File: config.mk
export PLATFORM = sky130hd
export DESIGN_NAME = twf_ctrl
export DESIGN_NICKNAME = d
export VERILOG_FILES = /design/src/design/twf_pkg.sv /design/src/design/twf_ctrl.sv
export SDC_FILE = /design/constraint.sdc
export NUM_CORES = 1
export LEC_CHECK = 0
export ABC_CLOCK_PERIOD_IN_PS = 1900
export BUFFER_PORTS_ARGS = -buffer_cell sky130_fd_sc_hd__buf_2
export CAP_MARGIN = 10
export CORE_AREA = 2 2 39 41
export DETAILED_ROUTE_END_ITERATION = 16
export DIE_AREA = 0 0 41 43
export PLACE_DENSITY_LB_ADDON = 0.08
export SYNTH_ARGS = -nofsm -noshare
export SYNTH_HDL_FRONTEND = slang
export SYNTH_SLANG_ARGS = --single-unit
File: constraint.sdc
create_clock -name clk -period 1.9 [get_ports clk]
set_clock_uncertainty 0.2 [all_clocks]
set_input_delay 0.19 -clock clk [delete_from_list [all_inputs] [get_ports clk]]
set_output_delay 0.19 -clock clk [all_outputs]
set_load 0.005 [all_outputs]
File: src/design/twf_pkg.sv
package twf_pkg;

	localparam int DEPTH = 256;
	localparam int PTR_W = $clog2(DEPTH);
	localparam int CNT_W = $clog2(DEPTH + 1);
	localparam int STAMP_W = 64;
	localparam int WIN_W = 32;
	localparam logic [WIN_W-1:0] WINDOW_RESET = WIN_W'(1000);
	localparam logic [STAMP_W-1:0] SIGN_MASK = {1'b1, {(STAMP_W-1){1'b0}}};

	typedef enum logic [1:0] {
		ACT_ENQ   = 2'd0,
		ACT_DEQ   = 2'd1,
		ACT_PEEK  = 2'd2,
		ACT_PURGE = 2'd3
	} twf_action_t;

	typedef enum logic [1:0] {
		ST_IDLE,
		ST_EXEC,
		ST_PURGE
	} twf_state_t;

	typedef struct packed {
		logic latch;
		logic exec;
		logic lim_load;
		logic pop;
		logic load_out;
	} twf_cmd_t;

	typedef struct packed {
		logic is_purge;
		logic pop_ok;
	} twf_sts_t;

	function automatic logic [PTR_W-1:0] ring_next(input logic [PTR_W-1:0] i);
		return (i == PTR_W'(DEPTH - 1)) ? '0 : i + 1'b1;
	endfunction

endpackage

File: src/design/twf_ctrl.sv
module twf_ctrl import twf_pkg::*; (
	input  logic     clk,
	input  logic     arst_n,
	input  logic     in_valid,
	input  logic     out_ready,
	input  twf_sts_t sts,
	output logic     in_ready,
	output logic     out_valid,
	output twf_cmd_t cmd
);

	twf_state_t state_q, state_d;
	logic out_valid_q;

	always_ff @(posedge clk or negedge arst_n) begin
		if (!arst_n) begin
			state_q <= ST_IDLE;
			out_valid_q <= 1'b0;
		end else begin
			state_q <= state_d;
			if (cmd.load_out) begin
				out_valid_q <= 1'b1;
			end else if (out_ready) begin
				out_valid_q <= 1'b0;
			end
		end
	end

	always_comb begin
		state_d = state_q;
		case (state_q)
			ST_IDLE: begin
				if (cmd.latch) begin
					state_d = ST_EXEC;
				end
			end
			ST_EXEC: begin
				state_d = sts.is_purge ? ST_PURGE : ST_IDLE;
			end
			ST_PURGE: begin
				if (!sts.pop_ok) begin
					state_d = ST_IDLE;
				end
			end
			default: state_d = ST_IDLE;
		endcase
	end

	always_comb begin
		in_ready = 1'b0;
		cmd = '0;
		case (state_q)
			ST_IDLE: begin
				in_ready = !out_valid_q || out_ready;
				cmd.latch = in_valid && in_ready;
			end
			ST_EXEC: begin
				cmd.lim_load = sts.is_purge;
				cmd.exec = !sts.is_purge;
				cmd.load_out = !sts.is_purge;
			end
			ST_PURGE: begin
				cmd.pop = sts.pop_ok;
				cmd.load_out = !sts.pop_ok;
			end
			default: begin
				in_ready = 1'b0;
			end
		endcase
	end

	assign out_valid = out_valid_q;

endmodule

==> results.tsv <==
metric	value	unit
status	finished clean	
p_leak	0.204	nW
dp_cells	51	
hold_depth	3	
antenna_found_initial	0	
crit_required	1.51	ns
finalHoldViolations	0	
die_w	41	microns
max-vdd-ir-drop	0.323	mV
cp.arrival	1.32	ns
net-switching-power	0.179	mW
clkPwrFrac	22.0	%
fin_nets	50	
diodes	0	
r2r_slack	0.32	ns
first_pass_iters	2	
grt_max_degree	5	
final_cells	56	
row_count	14	
area_delta_synth_final	48.9	%
final_cell_mix	12 x buf_2, 3 x inv_1, 3 x ha_1, 3 x clkbuf_4, 3 x dfrtp_1	
dieArea	1760	sq um
cts_setup_buffers	0	
synth_cells	23	
cts_sinks	3	
start_util	17.2	%
syn_nets	32	
vias	214	
ys_seq_area_share	31.6	%
crit_path_end_kind	output port	
portBuffers	12	
period_share	89.9	%
synth_area_leaders	dfrtp_1 32%, ha_1 16%, nand2b_4 5.8%	
overflow	0	
r2r-start	state_q[1]$_DFFE_PN0P_	
timing.setup.tns	0	ns
yosysTopAreaCell	dfrtp_1	
ys_ff_latch	3	
drv_slew	0	
final_common_cell	buf_2	
cts_buffers	3	
rsz0062_at_grt	false	
p_comb_share	53.7	%
synth_warnings	0	
grt_use_total	6.93	%
coreArea	1380	sq um
max_clock_freq	0.585	GHz
p_sw_share	36.0	%
setup_viol	0	
clockBufferDepth	2	
worstRegToRegCells	5	
cts_max_level	1	
ios	13	
cts_tree	done	
grt_pass1_vias	197	
die_y	43	microns
internal-power	0.317	mW
power_density	1400	nW/um^2
min_period	1.71	ns
hold_path_class	input port to register	
cp-start-kind	register	
hold_start	out_ready	
drive_gt1_share	52.5	%
worst_pin_slew	0.163	ns
syn_area	238	sq um
pwr-share-seq	24.3	%
ant_nets	0	
synth_cell_type_count	15	
ctsRootBufferMaster	clkbuf_4	
routed_wl	501	microns
clk_pin_slew	0.04	ns
grt_pass1_wl	855	microns
relSlewSlack	89.1	%
clk_latency	0.23	ns
drv_cap	0	
synth_area_per_cell	10.3	sq um
crit_fanout	3	
wl_per_cell	8.95	microns
place.gp.congestion	0.722	
via_per_inst	3.82	
drt_iter0_markers	3	
drt_drc_violations_left	0	
crit_type	register to output port	
reg2reg_to	state_q[1]$_DFFE_PN0P_	
whs_endpoint	out_valid$_DFFE_PN0P_	
synth_top_area_share	31.6	%
## worst max-delay path by stage
stage                           start  cells past startpoint                     end  slack [ns]
2_1_floorplan  state_q[0]$_DFFE_PN0P_                      5  state_q[1]$_DFFE_PN0P_        0.40
3_3_place_gp   state_q[1]$_DFFE_PN0P_                      5  state_q[1]$_DFFE_PN0P_        0.30
4_1_cts        state_q[1]$_DFFE_PN0P_                      5                  cmd[0]        0.17
6_report       state_q[1]$_DFFE_PN0P_                      5                  cmd[0]        0.19
3_5_place_dp   state_q[0]$_DFFE_PN0P_                      5  state_q[1]$_DFFE_PN0P_        0.30
5_1_grt        state_q[0]$_DFFE_PN0P_                      5                  cmd[0]        0.08
## registers in the layout, indices dropped and copies added (netlist names)
register,count
out_valid,1
state_q,2
## metrics by stage
stage | setup slack, ns | util [%] | power (mW) | instance area, sq um | hold WS (ns)
finish | 0.192 | 25.6 | 0.496 | 354 | 0.0619
global placement | 0.304 | 23.0 | 0.398 | 318 | -0.210
detailed placement | 0.297 | 23.0 | 0.395 | 318 | -0.212
CTS | 0.165 | 25.6 | 0.511 | 354 | 0.0577
global route | 0.0800 | 25.6 | 0.552 | 354 | 0.0843
floorplan | 0.403 | - | 0.299 | 238 | -0.306
## cells by family after synthesis
family	Yosys count	share of synthesized area, %
compound gates	3	12.1
fa+ha+maj	3	15.8
buf+inv	4	6.31
flops	3	31.6
mux	1	4.74
simple gates	9	29.5
## Yosys cell counts
master	number
and3_4	1
nor2b_1	2
nand2b_1	2
inv_2	1
dfrtp_1	3
a22o_1	1
and2_1	1
nand2b_4	1
o211ai_2	1
and2_2	1
o21a_1	1
inv_1	3
ha_1	3
nand2_2	1
mux2_1	1
## routing by layer
layer,vias up,part of all wire (%),GRT usage [%]
met5,-,0,0
met4,0,0,2.00
met3,0,11,2.62
met2,8,46,9.69
met1,98,42,9.68
li1,108,-,-
## power by group through the flow
stage	Clock, mW	Sequential [mW]	Combinational (mW)
6_report	0.109	0.120	0.267
5_1_grt	0.120	0.124	0.308
4_1_cts	0.114	0.121	0.276
3_5_place_dp	0	0.123	0.272
3_3_place_gp	0	0.119	0.279
2_1_floorplan	0	0.117	0.182
## critical path, stage by stage (launching register included)
cell	delay [ns]
dfrtp_1	0.37
inv_1	0.07
ha_1	0.18
nor2b_1	0.14
o21a_1	0.20
buf_2	0.13
## timing repair
item / in CTS / in global routing
hold buffers: 1 / 0
endpoints found under the setup margin: 0 / 0
endpoints found under the hold margin: 3 / 0
resized for setup: 0 / 0
## final cells by class
cell class | instances | area (sq um)
clock buffer | 4 | 26.3
fill | 159 | 1030
multi-input combinational | 16 | 148
sequential | 3 | 75.1
inverter | 4 | 15.0
tap | 16 | 20.0
timing repair buffer | 13 | 70.1
No activity file was read; power rests on OpenSTA's default activity.
